[src/lst_pkg.sv]
// ----------------------------------------------------------------------------
// LED star twinkle package
// Shared types, register addresses and constants for the star renderer.
// ----------------------------------------------------------------------------
package lst_pkg;

  localparam int MaxLeds = 64;
  localparam int LedW    = $clog2(MaxLeds);
  localparam int LenW    = 7;
  localparam int AddrW   = 5;

  // Register byte addresses.
  localparam logic [AddrW-1:0] RegFade   = 5'd0;
  localparam logic [AddrW-1:0] RegHold   = 5'd4;
  localparam logic [AddrW-1:0] RegRed    = 5'd8;
  localparam logic [AddrW-1:0] RegGreen  = 5'd12;
  localparam logic [AddrW-1:0] RegBlue   = 5'd16;
  localparam logic [AddrW-1:0] RegThresh = 5'd20;
  localparam logic [AddrW-1:0] RegLen    = 5'd24;

  typedef struct packed {
    logic [31:0] frame_ms;
    logic [9:0]  spawn_draw;
    logic [5:0]  spawn_led;
  } in_item_t;

  typedef struct packed {
    logic [5:0] led_index;
    logic [7:0] pixel_red;
    logic [7:0] pixel_green;
    logic [7:0] pixel_blue;
    logic       frame_last;
  } out_item_t;

  // Job handed from the front end to the back end, one per LED.
  typedef struct packed {
    logic [LedW-1:0] led;
    logic            lit;
    logic            full;
    logic [15:0]     num;
    logic            last;
  } job_t;

endpackage

[src/led_star_twinkle_renderer.sv]
// A fading LED holds the back end for three divides, one per colour channel; others skip
// the divider. The back end takes no new job until its current pixel is loaded for output.
// Reset (rst_n low, synchronous) clears all stars and loads the register defaults.
// ----------------------------------------------------------------------------
// LED star twinkle renderer
// Top level: configuration registers, front end and back end.
// ----------------------------------------------------------------------------
module led_star_twinkle_renderer (
  input  logic                      clk,
  input  logic                      rst_n,
  input  logic                      in_valid,
  output logic                      in_stall,
  input  lst_pkg::in_item_t         in_data,
  output logic                      out_valid,
  input  logic                      out_stall,
  output lst_pkg::out_item_t        out_data,
  input  logic                      cfg_psel,
  input  logic                      cfg_penable,
  input  logic                      cfg_pwrite,
  input  logic [lst_pkg::AddrW-1:0] cfg_paddr,
  input  logic [31:0]               cfg_pwdata,
  output logic [31:0]               cfg_prdata,
  output logic                      cfg_pready
);

  logic [15:0]              fade_r, hold_r;
  logic [7:0]               red_r, green_r, blue_r;
  logic [10:0]              thresh_r;
  logic [lst_pkg::LenW-1:0] len_r;
  logic                     job_valid, job_stall;
  lst_pkg::job_t            job;

  assign cfg_pready = 1'b1;

  // Register writes.
  always_ff @(posedge clk) begin
    if (!rst_n) begin
      fade_r   <= 16'd500;
      hold_r   <= 16'd1000;
      red_r    <= 8'd255;
      green_r  <= 8'd255;
      blue_r   <= 8'd255;
      thresh_r <= 11'd102;
      len_r    <= 7'd64;
    end else if (cfg_psel && cfg_penable && cfg_pwrite) begin
      unique case (cfg_paddr)
        lst_pkg::RegFade:   fade_r   <= cfg_pwdata[15:0];
        lst_pkg::RegHold:   hold_r   <= cfg_pwdata[15:0];
        lst_pkg::RegRed:    red_r    <= cfg_pwdata[7:0];
        lst_pkg::RegGreen:  green_r  <= cfg_pwdata[7:0];
        lst_pkg::RegBlue:   blue_r   <= cfg_pwdata[7:0];
        lst_pkg::RegThresh: thresh_r <= cfg_pwdata[10:0];
        lst_pkg::RegLen:    len_r    <= cfg_pwdata[6:0];
        default: ;
      endcase
    end
  end

  // Register reads.
  always_comb begin
    unique case (cfg_paddr)
      lst_pkg::RegFade:   cfg_prdata = 32'(fade_r);
      lst_pkg::RegHold:   cfg_prdata = 32'(hold_r);
      lst_pkg::RegRed:    cfg_prdata = 32'(red_r);
      lst_pkg::RegGreen:  cfg_prdata = 32'(green_r);
      lst_pkg::RegBlue:   cfg_prdata = 32'(blue_r);
      lst_pkg::RegThresh: cfg_prdata = 32'(thresh_r);
      lst_pkg::RegLen:    cfg_prdata = 32'(len_r);
      default:            cfg_prdata = '0;
    endcase
  end

  lst_front u_front (
    .clk       (clk),
    .rst_n     (rst_n),
    .in_valid  (in_valid),
    .in_stall  (in_stall),
    .in_data   (in_data),
    .fade      (fade_r),
    .hold      (hold_r),
    .thresh    (thresh_r),
    .len       (len_r),
    .job_valid (job_valid),
    .job_stall (job_stall),
    .job       (job)
  );

  lst_back u_back (
    .clk       (clk),
    .rst_n     (rst_n),
    .job_valid (job_valid),
    .job_stall (job_stall),
    .job       (job),
    .fade      (fade_r),
    .red       (red_r),
    .green     (green_r),
    .blue      (blue_r),
    .out_valid (out_valid),
    .out_stall (out_stall),
    .out_data  (out_data)
  );

endmodule

[src/lst_div.sv]
// ----------------------------------------------------------------------------
// LED star twinkle divider
// Restoring divider, one quotient bit per cycle: q = floor(c*num/den).
// ----------------------------------------------------------------------------
module lst_div (
  input  logic        clk,
  input  logic        rst_n,
  input  logic        start,
  input  logic [7:0]  chan,
  input  logic [15:0] num,
  input  logic [15:0] den,
  output logic        busy,
  output logic [7:0]  quot
);

  logic [23:0] dvd_r, dvd_nxt;
  logic [16:0] rem_r, rem_nxt;
  logic [15:0] den_r, den_nxt;
  logic [4:0]  cnt_r, cnt_nxt;
  logic        busy_r, busy_nxt;
  logic [16:0] shl;

  // One shift and conditional subtract per cycle while busy, one per dividend bit.
  always_comb begin
    dvd_nxt  = dvd_r;
    rem_nxt  = rem_r;
    den_nxt  = den_r;
    cnt_nxt  = cnt_r;
    busy_nxt = busy_r;
    shl      = {rem_r[15:0], dvd_r[23]};
    if (start) begin
      dvd_nxt  = 24'(chan) * 24'(num);
      rem_nxt  = '0;
      den_nxt  = den;
      cnt_nxt  = 5'd24;
      busy_nxt = 1'b1;
    end else if (busy_r) begin
      if (shl >= {1'b0, den_r}) begin
        rem_nxt = shl - {1'b0, den_r};
        dvd_nxt = {dvd_r[22:0], 1'b1};
      end else begin
        rem_nxt = shl;
        dvd_nxt = {dvd_r[22:0], 1'b0};
      end
      cnt_nxt = cnt_r - 5'd1;
      if (cnt_r == 5'd1) begin
        busy_nxt = 1'b0;
      end
    end
  end

  always_ff @(posedge clk) begin
    if (!rst_n) begin
      busy_r <= 1'b0;
      cnt_r  <= '0;
    end else begin
      busy_r <= busy_nxt;
      cnt_r  <= cnt_nxt;
    end
    dvd_r <= dvd_nxt;
    rem_r <= rem_nxt;
    den_r <= den_nxt;
  end

  assign busy = busy_r;
  // The quotient fits in 8 bits since num never exceeds den.
  assign quot = dvd_r[7:0];

endmodule

[src/lst_front.sv]
// ----------------------------------------------------------------------------
// LED star twinkle front end
// Accepts frames, spawns stars and classifies each LED into a render job.
// ----------------------------------------------------------------------------
module lst_front (
  input  logic                     clk,
  input  logic                     rst_n,
  input  logic                     in_valid,
  output logic                     in_stall,
  input  lst_pkg::in_item_t        in_data,
  input  logic [15:0]              fade,
  input  logic [15:0]              hold,
  input  logic [10:0]              thresh,
  input  logic [lst_pkg::LenW-1:0] len,
  output logic                     job_valid,
  input  logic                     job_stall,
  output lst_pkg::job_t            job
);

  typedef enum logic [1:0] {S_IDLE, S_READ, S_CLASS} state_t;

  localparam int LedW = lst_pkg::LedW;

  state_t                     state_r;
  logic [31:0]                now_r;
  logic [LedW-1:0]            idx_r;
  logic [LedW:0]              cnt_r;
  logic [lst_pkg::MaxLeds-1:0] active_r;
  logic                       job_valid_r;
  lst_pkg::job_t              job_r;

  logic [LedW:0]   eff_len;
  logic            spawn;
  logic            ram_we;
  logic [LedW-1:0] ram_addr;
  logic [31:0]     ram_rd;
  logic [31:0]     age;
  logic [17:0]     life;
  logic [16:0]     fh;
  logic            erase;
  logic            job_load;
  logic            cls_full;
  logic [15:0]     cls_num;

  // Length saturates at the strip maximum.
  assign eff_len = (len > lst_pkg::LenW'(lst_pkg::MaxLeds)) ?
                   (LedW+1)'(lst_pkg::MaxLeds) : len[LedW:0];

  assign spawn = in_valid && (state_r == S_IDLE) && ({1'b0, in_data.spawn_draw} < thresh) &&
                 ({1'b0, in_data.spawn_led} < eff_len) && !active_r[in_data.spawn_led];
  assign ram_we   = spawn;
  assign ram_addr = (state_r == S_IDLE) ? in_data.spawn_led : idx_r;

  lst_ram #(.Width(32), .Depth(lst_pkg::MaxLeds)) u_start (
    .clk   (clk),
    .we    (ram_we),
    .waddr (in_data.spawn_led),
    .wdata (in_data.frame_ms),
    .raddr (ram_addr),
    .rdata (ram_rd)
  );

  assign in_stall = (state_r != S_IDLE);
  assign age  = now_r - ram_rd;
  assign life = {1'b0, fade, 1'b0} + 18'(hold);
  assign fh   = 17'(fade) + 17'(hold);
  assign erase = active_r[idx_r] && (age >= 32'(life));

  // A job is loaded when the queue slot is free or drains this cycle.
  assign job_load = (state_r == S_CLASS) && (!job_valid_r || !job_stall);

  // Envelope phase of the LED under classification.
  always_comb begin
    cls_full = 1'b0;
    cls_num  = '0;
    if (age < 32'(fade)) begin
      cls_num = age[15:0];
    end else if (age < 32'(fh)) begin
      cls_full = 1'b1;
    end else begin
      cls_num = 16'(life - age[17:0]);
    end
  end

  always_ff @(posedge clk) begin
    if (!rst_n) begin
      state_r     <= S_IDLE;
      active_r    <= '0;
      job_valid_r <= 1'b0;
      idx_r       <= '0;
      cnt_r       <= '0;
    end else begin
      if (job_load) begin
        job_valid_r <= 1'b1;
      end else if (!job_stall) begin
        job_valid_r <= 1'b0;
      end
      unique case (state_r)
        S_IDLE: begin
          if (in_valid) begin
            now_r <= in_data.frame_ms;
            idx_r <= '0;
            cnt_r <= eff_len;
            if (spawn) begin
              active_r[in_data.spawn_led] <= 1'b1;
            end
            if (eff_len != '0) begin
              state_r <= S_READ;
            end
          end
        end
        S_READ: begin
          // Start time read is in flight.
          state_r <= S_CLASS;
        end
        S_CLASS: begin
          if (job_load) begin
            job_r.led  <= idx_r;
            job_r.last <= (cnt_r == (LedW+1)'(1));
            job_r.lit  <= active_r[idx_r] && !erase;
            job_r.full <= cls_full;
            job_r.num  <= cls_num;
            if (erase) begin
              active_r[idx_r] <= 1'b0;
            end
            idx_r <= idx_r + 1'b1;
            cnt_r <= cnt_r - 1'b1;
            state_r <= (cnt_r == (LedW+1)'(1)) ? S_IDLE : S_READ;
          end
        end
        default: state_r <= S_IDLE;
      endcase
    end
  end

  assign job_valid = job_valid_r;
  assign job       = job_r;

endmodule

[src/lst_ram.sv]
// ----------------------------------------------------------------------------
// Generic RAM
// One write port and one read port with registered read data.
// ----------------------------------------------------------------------------
module lst_ram #(
  parameter int Width = 32,
  parameter int Depth = 64
) (
  input  logic                     clk,
  input  logic                     we,
  input  logic [$clog2(Depth)-1:0] waddr,
  input  logic [Width-1:0]         wdata,
  input  logic [$clog2(Depth)-1:0] raddr,
  output logic [Width-1:0]         rdata
);

  logic [Width-1:0] mem_r [Depth];

  // Write and read on the same clock.
  always_ff @(posedge clk) begin
    if (we) begin
      mem_r[waddr] <= wdata;
    end
    rdata <= mem_r[raddr];
  end

endmodule

[src/lst_back.sv]
// ----------------------------------------------------------------------------
// LED star twinkle back end
// Takes render jobs from the queue, scales the colour and drives results.
// ----------------------------------------------------------------------------
module lst_back (
  input  logic                clk,
  input  logic                rst_n,
  input  logic                job_valid,
  output logic                job_stall,
  input  lst_pkg::job_t       job,
  input  logic [15:0]         fade,
  input  logic [7:0]          red,
  input  logic [7:0]          green,
  input  logic [7:0]          blue,
  output logic                out_valid,
  input  logic                out_stall,
  output lst_pkg::out_item_t  out_data
);

  typedef enum logic [2:0] {S_IDLE, S_R, S_G, S_B, S_DONE, S_OUT} state_t;

  state_t             state_r;
  lst_pkg::job_t      job_r;
  logic [7:0]         r_r, g_r, b_r;
  logic               out_valid_r;
  lst_pkg::out_item_t out_r;
  logic               dstart_r, dstart_nxt;
  logic               div_done;
  logic               out_load;
  logic [7:0]         dchan;
  logic               dbusy;
  logic [7:0]         quot;

  assign job_stall = (state_r != S_IDLE);

  always_comb begin
    case (state_r)
      S_G:     dchan = green;
      S_B:     dchan = blue;
      default: dchan = red;
    endcase
  end

  lst_div u_div (
    .clk   (clk),
    .rst_n (rst_n),
    .start (dstart_r),
    .chan  (dchan),
    .num   (job_r.num),
    .den   (fade),
    .busy  (dbusy),
    .quot  (quot)
  );

  // The quotient is ready once the start pulse is gone and the divider is idle.
  assign div_done = !dstart_r && !dbusy;
  assign out_load = ((state_r == S_DONE) || (state_r == S_OUT)) &&
                    (!out_valid_r || !out_stall);

  // A divide starts for a new fading job and after each of the first two channels.
  always_comb begin
    dstart_nxt = 1'b0;
    if (state_r == S_IDLE) begin
      dstart_nxt = job_valid && job.lit && !job.full && (fade != '0);
    end else if ((state_r == S_R) || (state_r == S_G)) begin
      dstart_nxt = div_done;
    end
  end

  // Three divides in a row, one per channel, for a fading job; other jobs go straight to output.
  always_ff @(posedge clk) begin
    if (!rst_n) begin
      state_r     <= S_IDLE;
      out_valid_r <= 1'b0;
      dstart_r    <= 1'b0;
    end else begin
      dstart_r <= dstart_nxt;
      if (out_load) begin
        out_valid_r <= 1'b1;
      end else if (!out_stall) begin
        out_valid_r <= 1'b0;
      end
      unique case (state_r)
        S_IDLE: begin
          if (job_valid) begin
            job_r   <= job;
            state_r <= dstart_nxt ? S_R : S_OUT;
          end
        end
        S_R: if (div_done) begin
          r_r <= quot; state_r <= S_G;
        end
        S_G: if (div_done) begin
          g_r <= quot; state_r <= S_B;
        end
        S_B: if (div_done) begin
          b_r <= quot; state_r <= S_DONE;
        end
        S_DONE: begin
          if (out_load) begin
            out_r.led_index   <= job_r.led;
            out_r.frame_last  <= job_r.last;
            out_r.pixel_red   <= r_r;
            out_r.pixel_green <= g_r;
            out_r.pixel_blue  <= b_r;
            state_r           <= S_IDLE;
          end
        end
        S_OUT: begin
          if (out_load) begin
            out_r.led_index   <= job_r.led;
            out_r.frame_last  <= job_r.last;
            out_r.pixel_red   <= job_r.lit ? red : 8'd0;
            out_r.pixel_green <= job_r.lit ? green : 8'd0;
            out_r.pixel_blue  <= job_r.lit ? blue : 8'd0;
            state_r           <= S_IDLE;
          end
        end
        default: state_r <= S_IDLE;
      endcase
    end
  end

  assign out_valid = out_valid_r;
  assign out_data  = out_r;

endmodule
[config.mk]
export PLATFORM = sky130hd
export DESIGN_NAME = led_star_twinkle_renderer
export DESIGN_NICKNAME = d
export VERILOG_FILES = /design/src/lst_pkg.sv /design/src/led_star_twinkle_renderer.sv /design/src/lst_div.sv /design/src/lst_front.sv /design/src/lst_ram.sv /design/src/lst_back.sv
export SDC_FILE = /design/constraint.sdc
export NUM_CORES = 2
export LEC_CHECK = 0
export BUFFER_PORTS_ARGS = -buffer_cell sky130_fd_sc_hd__buf_2
export CORE_AREA = 5 5 489 491
export DETAILED_ROUTE_END_ITERATION = 10
export DIE_AREA = 0 0 494 496
export GPL_TIMING_DRIVEN = 0
export SETUP_SLACK_MARGIN = 0.02
export SYNTH_ARGS = -nofsm -noshare
export SYNTH_HDL_FRONTEND = slang
export SYNTH_SLANG_ARGS = --single-unit
export TNS_END_PERCENT = 100
[constraint.sdc]
create_clock -name clk -period 11.05 [get_ports clk]
set_input_delay 1.6575 -clock clk [delete_from_list [all_inputs] [get_ports clk]]
set_output_delay 1.6575 -clock clk [all_outputs]
set_load 0.005 [all_outputs]
* Yosys cells after proc, flatten, opt, wreduce, memory -nomap -nowiden
Memory sizes are Yosys's and may differ from the RTL's. A register that Yosys moved wholly into a read port is not among the register bits.
Index checks and enable logic that the tools add are counted.
** Storage, ports and cells
- Register bits :: 357
- Latch bits :: 0
- Bits in writable memories :: 2048
- Memory bits (read-only) :: 0
- Input port bits :: 92
- Output and inout bits :: 66
- Logic and storage cells :: 213
- Memories :: 1
** Memory list
- u_front.u_start.mem_r :: depth 64, bits a word 32, read ports 1, clocked after Yosys merged registers in 1, wr ports 1, line lst_ram.sv:17 : logic [Width-1:0] mem_r [Depth];
** Cells by class
- Add/sub/neg operators :: 8
- Multipliers :: 1
- Div/mod/pow operators :: 0
- Magnitude comparators :: 11
- Equal/unequal tests :: 29
- Shifts and indexed selects :: 0
- Muxes and demuxes :: 61
- Bitwise operators :: 4
- Reduce and logical (&&, ||, !) cells :: 59
** Operators with widths (count)
- $mux 64 :: 4
- $pmux 64 s2 :: 1
- $pmux 16 s7 :: 1
- $and 64x64->64 :: 1
- $not 64->64 :: 1
- $or 64x64->64 :: 1
- $mux 31 :: 2
- $pmux 31 s2 :: 1
- $mux 16 :: 3
- $mux 24 :: 2
- $ge 32x18->1 :: 1
- $lt 32x16->1 :: 1
- $lt 32x17->1 :: 1
- $sub 16x16->16 :: 2
- $sub 32x32->32 :: 1
- $mul 8x16->24 :: 1
- $mux 8 :: 3
- $reduce_and 3->1 :: 8
- $mux 7 :: 3
- $ne 2x1->1 const B :: 10
- $add 17x16->18 :: 1
- $mux 1 :: 18
- $mux 3 :: 6
- $mux 6 :: 3
- other kinds (45) :: 97

* Logic depth before layout (Yosys ltp)
- Depth in word-level cells :: 9
- Mapped depth :: 25
- Depth with buffers taken out :: 22

* Modules after synthesis
A second synthesis with hierarchy kept.
** Unflattened totals
- Cell total of the unflattened synthesis :: 6411
- Area total of the unflattened synthesis :: 106447.1 um^2
** Modules (own cells, without submodules)
- lst_ram :: times used 1, cells an instance 3507, area each 78953.2 um^2, seq. area each 62139.6 um^2
- lst_front :: times used 1, cells an instance 1403, area each 12410.7 um^2, seq. area each 3313.2 um^2
- lst_div :: times used 1, cells an instance 872, area each 8015.2 um^2, seq. area each 1641.6 um^2
- led_star_twinkle_renderer :: times used 1, cells an instance 398, area each 3824.9 um^2, seq. area each 1481.4 um^2
- lst_back :: times used 1, cells an instance 231, area each 3243.1 um^2, seq. area each 2472.4 um^2

* Worst setup path after synthesis
Ideal clock, no wire load.
- Kind :: in2reg
- Start :: input port in_data[1] (netlist bit)
- End :: memory u_front.u_start.mem_r[10][0] (enable)
- Library setup time :: 461 ps
- Arrival time :: 6033 ps
- Data required time :: 10589 ps
- Path slack :: 4556 ps
- Stages :: 12
- Buffers on the path :: 5
- Cells stage by stage :: buf_2 -> buf_2 -> clkinv_1 -> a41oi_1 -> nand4_1 -> a311oi_1 -> o211a_1 -> o21ai_0 -> clkbuf_1 -> clkbuf_1 -> buf_1 -> nor3_1
** On the way
- Cells in the longest elaborated chain, start to end :: 6
- Elaborated cells on any way between the ends :: 8
- Classes of those cells :: 1 x order compare; 4 x mux; 3 x reduce/logical
** Ends and longest elaborated chain
- start: declaration :: line led_star_twinkle_renderer.sv:13 : input lst_pkg::in_item_t in_data,
- $bmux 1 s6 :: line lst_front.sv:50 : ({1'b0, in_data.spawn_led} < eff_len) && !active_r[in_data.spawn_led];
- $mux 1 (not written as such) :: line lst_front.sv:50
- $logic_not 1->1 :: line lst_front.sv:50
- $logic_and 1x1->1 :: line lst_front.sv:50
- $mux 1 :: line lst_ram.sv:21 : if (we) begin
- $mux 1 (not written as such) :: line lst_ram.sv:22 : mem_r[waddr] <= wdata;
- end: declaration :: line lst_ram.sv:17
Parallel ways exist; a longest one is shown, timed or not. The select of a mux whose other input is x is not followed.

* Worst setup path in the final report
- Start :: register u_back.state_r[0]
- End :: register u_back.u_div.dvd_r[22], data pin
** On the way
- Cells in the longest elaborated chain, start to end :: 4
- Elaborated cells on any way between the ends :: 5
- Classes of those cells :: 1 x mul; 2 x eq/ne; 2 x mux
** Ends and longest elaborated chain
- start: declaration :: line lst_back.sv:22 : state_t state_r;
- start signal: assignment :: line lst_back.sv:87 : state_r <= dstart_nxt ? S_R : S_OUT;
- $eq 3x2->1 :: line lst_back.sv:37 : case (state_r)
- $pmux 8 s2 * :: line lst_back.sv:37
- $mul 8x16->24 * :: line lst_div.sv:32 : dvd_nxt = 24'(chan) * 24'(num);
- $mux 24 * :: line lst_div.sv:31 : if (start) begin
- net u_back.u_div.dvd_nxt[22] :: line lst_div.sv:16 : logic [23:0] dvd_r, dvd_nxt;
- end signal: assignment :: line lst_div.sv:60 : dvd_r <= dvd_nxt;
- end: declaration :: line lst_div.sv:16
Mark *: on every way through the listed nets, which the timed path passes. The rest lies on a longest branch.
A chain may end at the register's enable or synchronous reset.

==> flow_metrics.tcl <==
set metrics [dict create \
    grt_pass1_vias 62145 \
    io_buffer_count 122 \
    die_x_um 494 \
    routed_wl_um 309000 \
    synth_seq_area_share_pct 67.7 \
    finalCritPeriodShare_pct 67.9 \
    leakage_nw 40.8 \
    syn_inst 6523 \
    worstSkewPairLatency_ns 0.93 \
    worstMarginPinSlew_ns 1.44 \
    endpoint_kind "flip-flop" \
    max_freq_mhz 133 \
    hold_path.class "reg -> reg" \
    drc_errors 0 \
    dr_wl_met3_um 24100 \
    path_class "reg -> reg" \
    post_cts_buffers 0 \
    top_layer_used "met5" \
    grt_pass1_wl_um 442000 \
    routabilityCongestion 0.959 \
    synth_cell_type_count 79 \
    finalWorstSetupSlack_ns 3.55 \
    holdBufCountCts 0 \
    syn_to_final_growth_pct 15.3 \
    slew_headroom_pct 3.95 \
    cts_sinks 2437 \
    dpl_cell_area_um2 112000 \
    post-place-ws_ns 3.09 \
    cts_tree "yes" \
    rsz0062_at_grt "false" \
    drive_above_1_share_pct 19.3 \
    vias 62742 \
    wl_met2_um 145000 \
    grt_overflow_total 0 \
    ir_worst_vdd_v 0.000152 \
    initialDrtViolationCount 7024 \
    root_buffer "clkbuf_16" \
    viasPerCell 5.99 \
    cts.clk_slew.worst_paths_ns 0.06 \
    die-area_um2 245000 \
    cp_max_fo 10 \
    yosysWarnings 0 \
    finalSetupViolCount 0 \
    antenna_found_initial 14 \
    drt_first_pass_iters 8 \
    ys.flop_type "edfxtp_1" \
    outcome "finished clean" \
    start_util_pct 44.8 \
    synth_edf_count 2224 \
    grt_use_total_pct 24.9 \
    syn_area_per_cell_um2 16.1 \
    synth-async-reset-ratio_pct 0 \
    setup_tns_ns 0 \
    critPathLaunchType "flip-flop" \
    synth_area_um2 105000 \
    cts_buffers 275 \
    critPathArrivalTime_ns 8.10 \
    reg2reg_depth 24 \
    clockBufferDepth 4 \
    final_nets 7511 \
    num_rows 178 \
    avgRoutedWirePerCell_um 29.5 \
    final_max_slew_viol_count 0 \
    htree_levels 5 \
    core_um2 234000 \
    grt_max_degree 66 \
    ant_nets 0 \
    io_pins 158 \
    fp.dieH_um 496 \
    place_hpwl_um 213000 \
    drv_cap 0 \
    wl_met1_um 122000 \
    p_per_area_nw_per_um2 187 \
    whs_path_depth 0 \
    cp.required_ns 11.65 \
    final_area_um2 121000 \
    ys_seq_elements 2437 \
    finalHoldViolCount 0 \
    clock_skew_ns 0.0921 \
    final_core_util_pct 51.6 \
    min_period_ns 7.50 \
    post_cts_resize_count 0 \
]
## report_power, final
part,leakage [nW],switching [mW],total (mW),internal [mW]
clock,4.10,3.60,8.70,5.10
combinational,14.9,2.29,3.62,1.32
sequential,21.7,0.0598,10.2,10.2
## registers in the layout, summed over array words and instances, names as in the netlist, 6 cells and up
register	flops
u_front.now_r	32
fade_r	16
u_back.job_r	24
u_front.cnt_r	7
u_back.r_r	8
red_r	8
u_front.job	25
u_front.u_start.mem_r	2048
u_front.u_start.rdata	32
thresh_r	11
u_back.u_div.rem_r	16
hold_r	16
green_r	8
blue_r	8
u_back.g_r	8
u_back.b_r	8
len_r	7
u_front.idx_r	6
u_back.u_div.dvd_r	24
u_back.u_div.den_r	16
u_front.active_r	64
u_back.out_data	31
## final timing paths
| path | slack [ns] | endpoint | startpoint |
|---|---|---|---|
| max | 3.55 | u_back.u_div.dvd_r[22]$_DFFE_PN_ | u_back.state_r[0]$_SDFFE_PN0P_ |
| min | 0.42 | u_back.job_r[19]$_DFFE_PP_ | u_front.job[19]$_DFFE_PP_ |
| max reg2reg | 3.55 | u_back.u_div.dvd_r[22]$_DFFE_PN_ | u_back.state_r[0]$_SDFFE_PN0P_ |
| min reg2reg | 0.42 | u_back.job_r[19]$_DFFE_PP_ | u_front.job[19]$_DFFE_PP_ |
## synthesized netlist by cell type (16+ instances only)
| cell type | count | share of area (%) |
|---|---|---|
| nand4_1 | 20 | 0.12 |
| nor3_1 | 135 | 0.64 |
| o21a_1 | 21 | 0.15 |
| fa_1 | 89 | 1.7 |
| nor2b_1 | 132 | 0.79 |
| dfxtp_1 | 213 | 4.1 |
| a21o_1 | 39 | 0.28 |
| xor2_1 | 35 | 0.29 |
| buf_2 | 57 | 0.27 |
| ha_1 | 205 | 2.4 |
| and3_1 | 20 | 0.12 |
| a31oi_1 | 142 | 0.85 |
| o211ai_1 | 26 | 0.19 |
| buf_4 | 18 | 0.13 |
| nor4_1 | 16 | 0.095 |
| and2_1 | 137 | 0.82 |
| nand3_1 | 76 | 0.36 |
| buf_1 | 64 | 0.23 |
| mux4_2 | 521 | 11 |
| nor2_1 | 161 | 0.58 |
| inv_1 | 267 | 0.96 |
| edfxtp_1 | 2224 | 64 |
| a22o_1 | 23 | 0.19 |
| a211oi_1 | 189 | 1.4 |
| a21oi_1 | 223 | 1.1 |
| mux2i_1 | 44 | 0.42 |
| mux2_2 | 27 | 0.29 |
| nand2_1 | 598 | 2.1 |
| a311oi_1 | 80 | 0.67 |
| or3_1 | 17 | 0.10 |
| xnor2_1 | 45 | 0.38 |
| nand2b_1 | 42 | 0.25 |
| clkbuf_1 | 242 | 0.87 |
| o21ai_0 | 186 | 0.89 |
## per-stage QoR
| step | std cells | hold slack (ns) | total power, mW |
|---|---|---|---|
| final | 10471 | 0.420 | 22.6 |
| after CTS | 10466 | 0.423 | 22.7 |
| after floorplan | 6538 | 0.400 | 12.8 |
| after global placement | 9810 | 0.410 | 14.0 |
| after global routing | 10468 | 0.438 | 23.4 |
| after detailed placement | 9996 | 0.408 | 14.0 |
## area by class of cell
| cell class | instances | area (um2) |
|---|---|---|
| Timing Repair Buffer | 310 | 3100 |
| Tap cell | 3150 | 3940 |
| Fill cell | 19329 | 113000 |
| Antenna cell | 3 | 7.51 |
| Inverter | 271 | 1020 |
| Clock inverter | 123 | 1060 |
| Multi-Input combinational cell | 3443 | 31700 |
| Clock buffer | 347 | 7400 |
| Buffer | 387 | 1630 |
| Sequential cell | 2437 | 71000 |
## metal layers
metal,vias up,GRT usage [%]
li1,26729,-
met1,32549,33.4
met2,2827,39.7
met3,635,4.42
met4,2,12.1
met5,-,0
## cell families after synthesis
kind of cell,share of synthesized area [%]
AO/OA/AOI/OAI,6.75
buffers and inverters,2.52
AND/OR/NAND/NOR,6.30
adder cells (fa/ha/maj),4.14
multiplexers,11.9
flip-flops,67.7
XOR/XNOR,0.668
other,0.00716
## critical path, stage by stage, from the launching register on
cell      delay [ns]
dfxtp_1         0.31
clkbuf_1        0.43
clkbuf_1        0.45
mux2i_1         0.25
nor2_1          0.05
a21oi_1         0.60
clkbuf_1        0.49
nand2b_1        0.21
fa_1            0.42
fa_1            0.54
inv_1           0.06
fa_1            0.47
inv_1           0.05
fa_1            0.36
inv_1           0.07
ha_1            0.26
o21ai_0         0.17
nand2b_1        0.11
and3_1          0.20
a221o_1         0.37
a41oi_1         0.35
a21oi_1         0.21
o41ai_1         0.49
mux2i_1         0.25
nand2_1         0.06
## cells in the final DEF, fill, tap and decap left out, drive strengths merged, types with 20 or more instances in the layout
cell type,n
clkbuf,592
ha,205
xor2,35
inv,273
o211ai,26
mux4,521
a211oi,190
a22o,23
nor2,161
nand2,598
a311oi,80
mux2,27
nor2b,132
and2,138
a21oi,223
buf,452
nand3,76
mux2i,44
o21ai,188
edfxtp,2224
and3,20
xnor2,45
a31oi,142
a21o,39
dfxtp,213
fa,89
clkinv,90
nand2b,42
nand4,20
o21a,21
nor3,135
No activity file was read; power rests on OpenSTA's default activity.
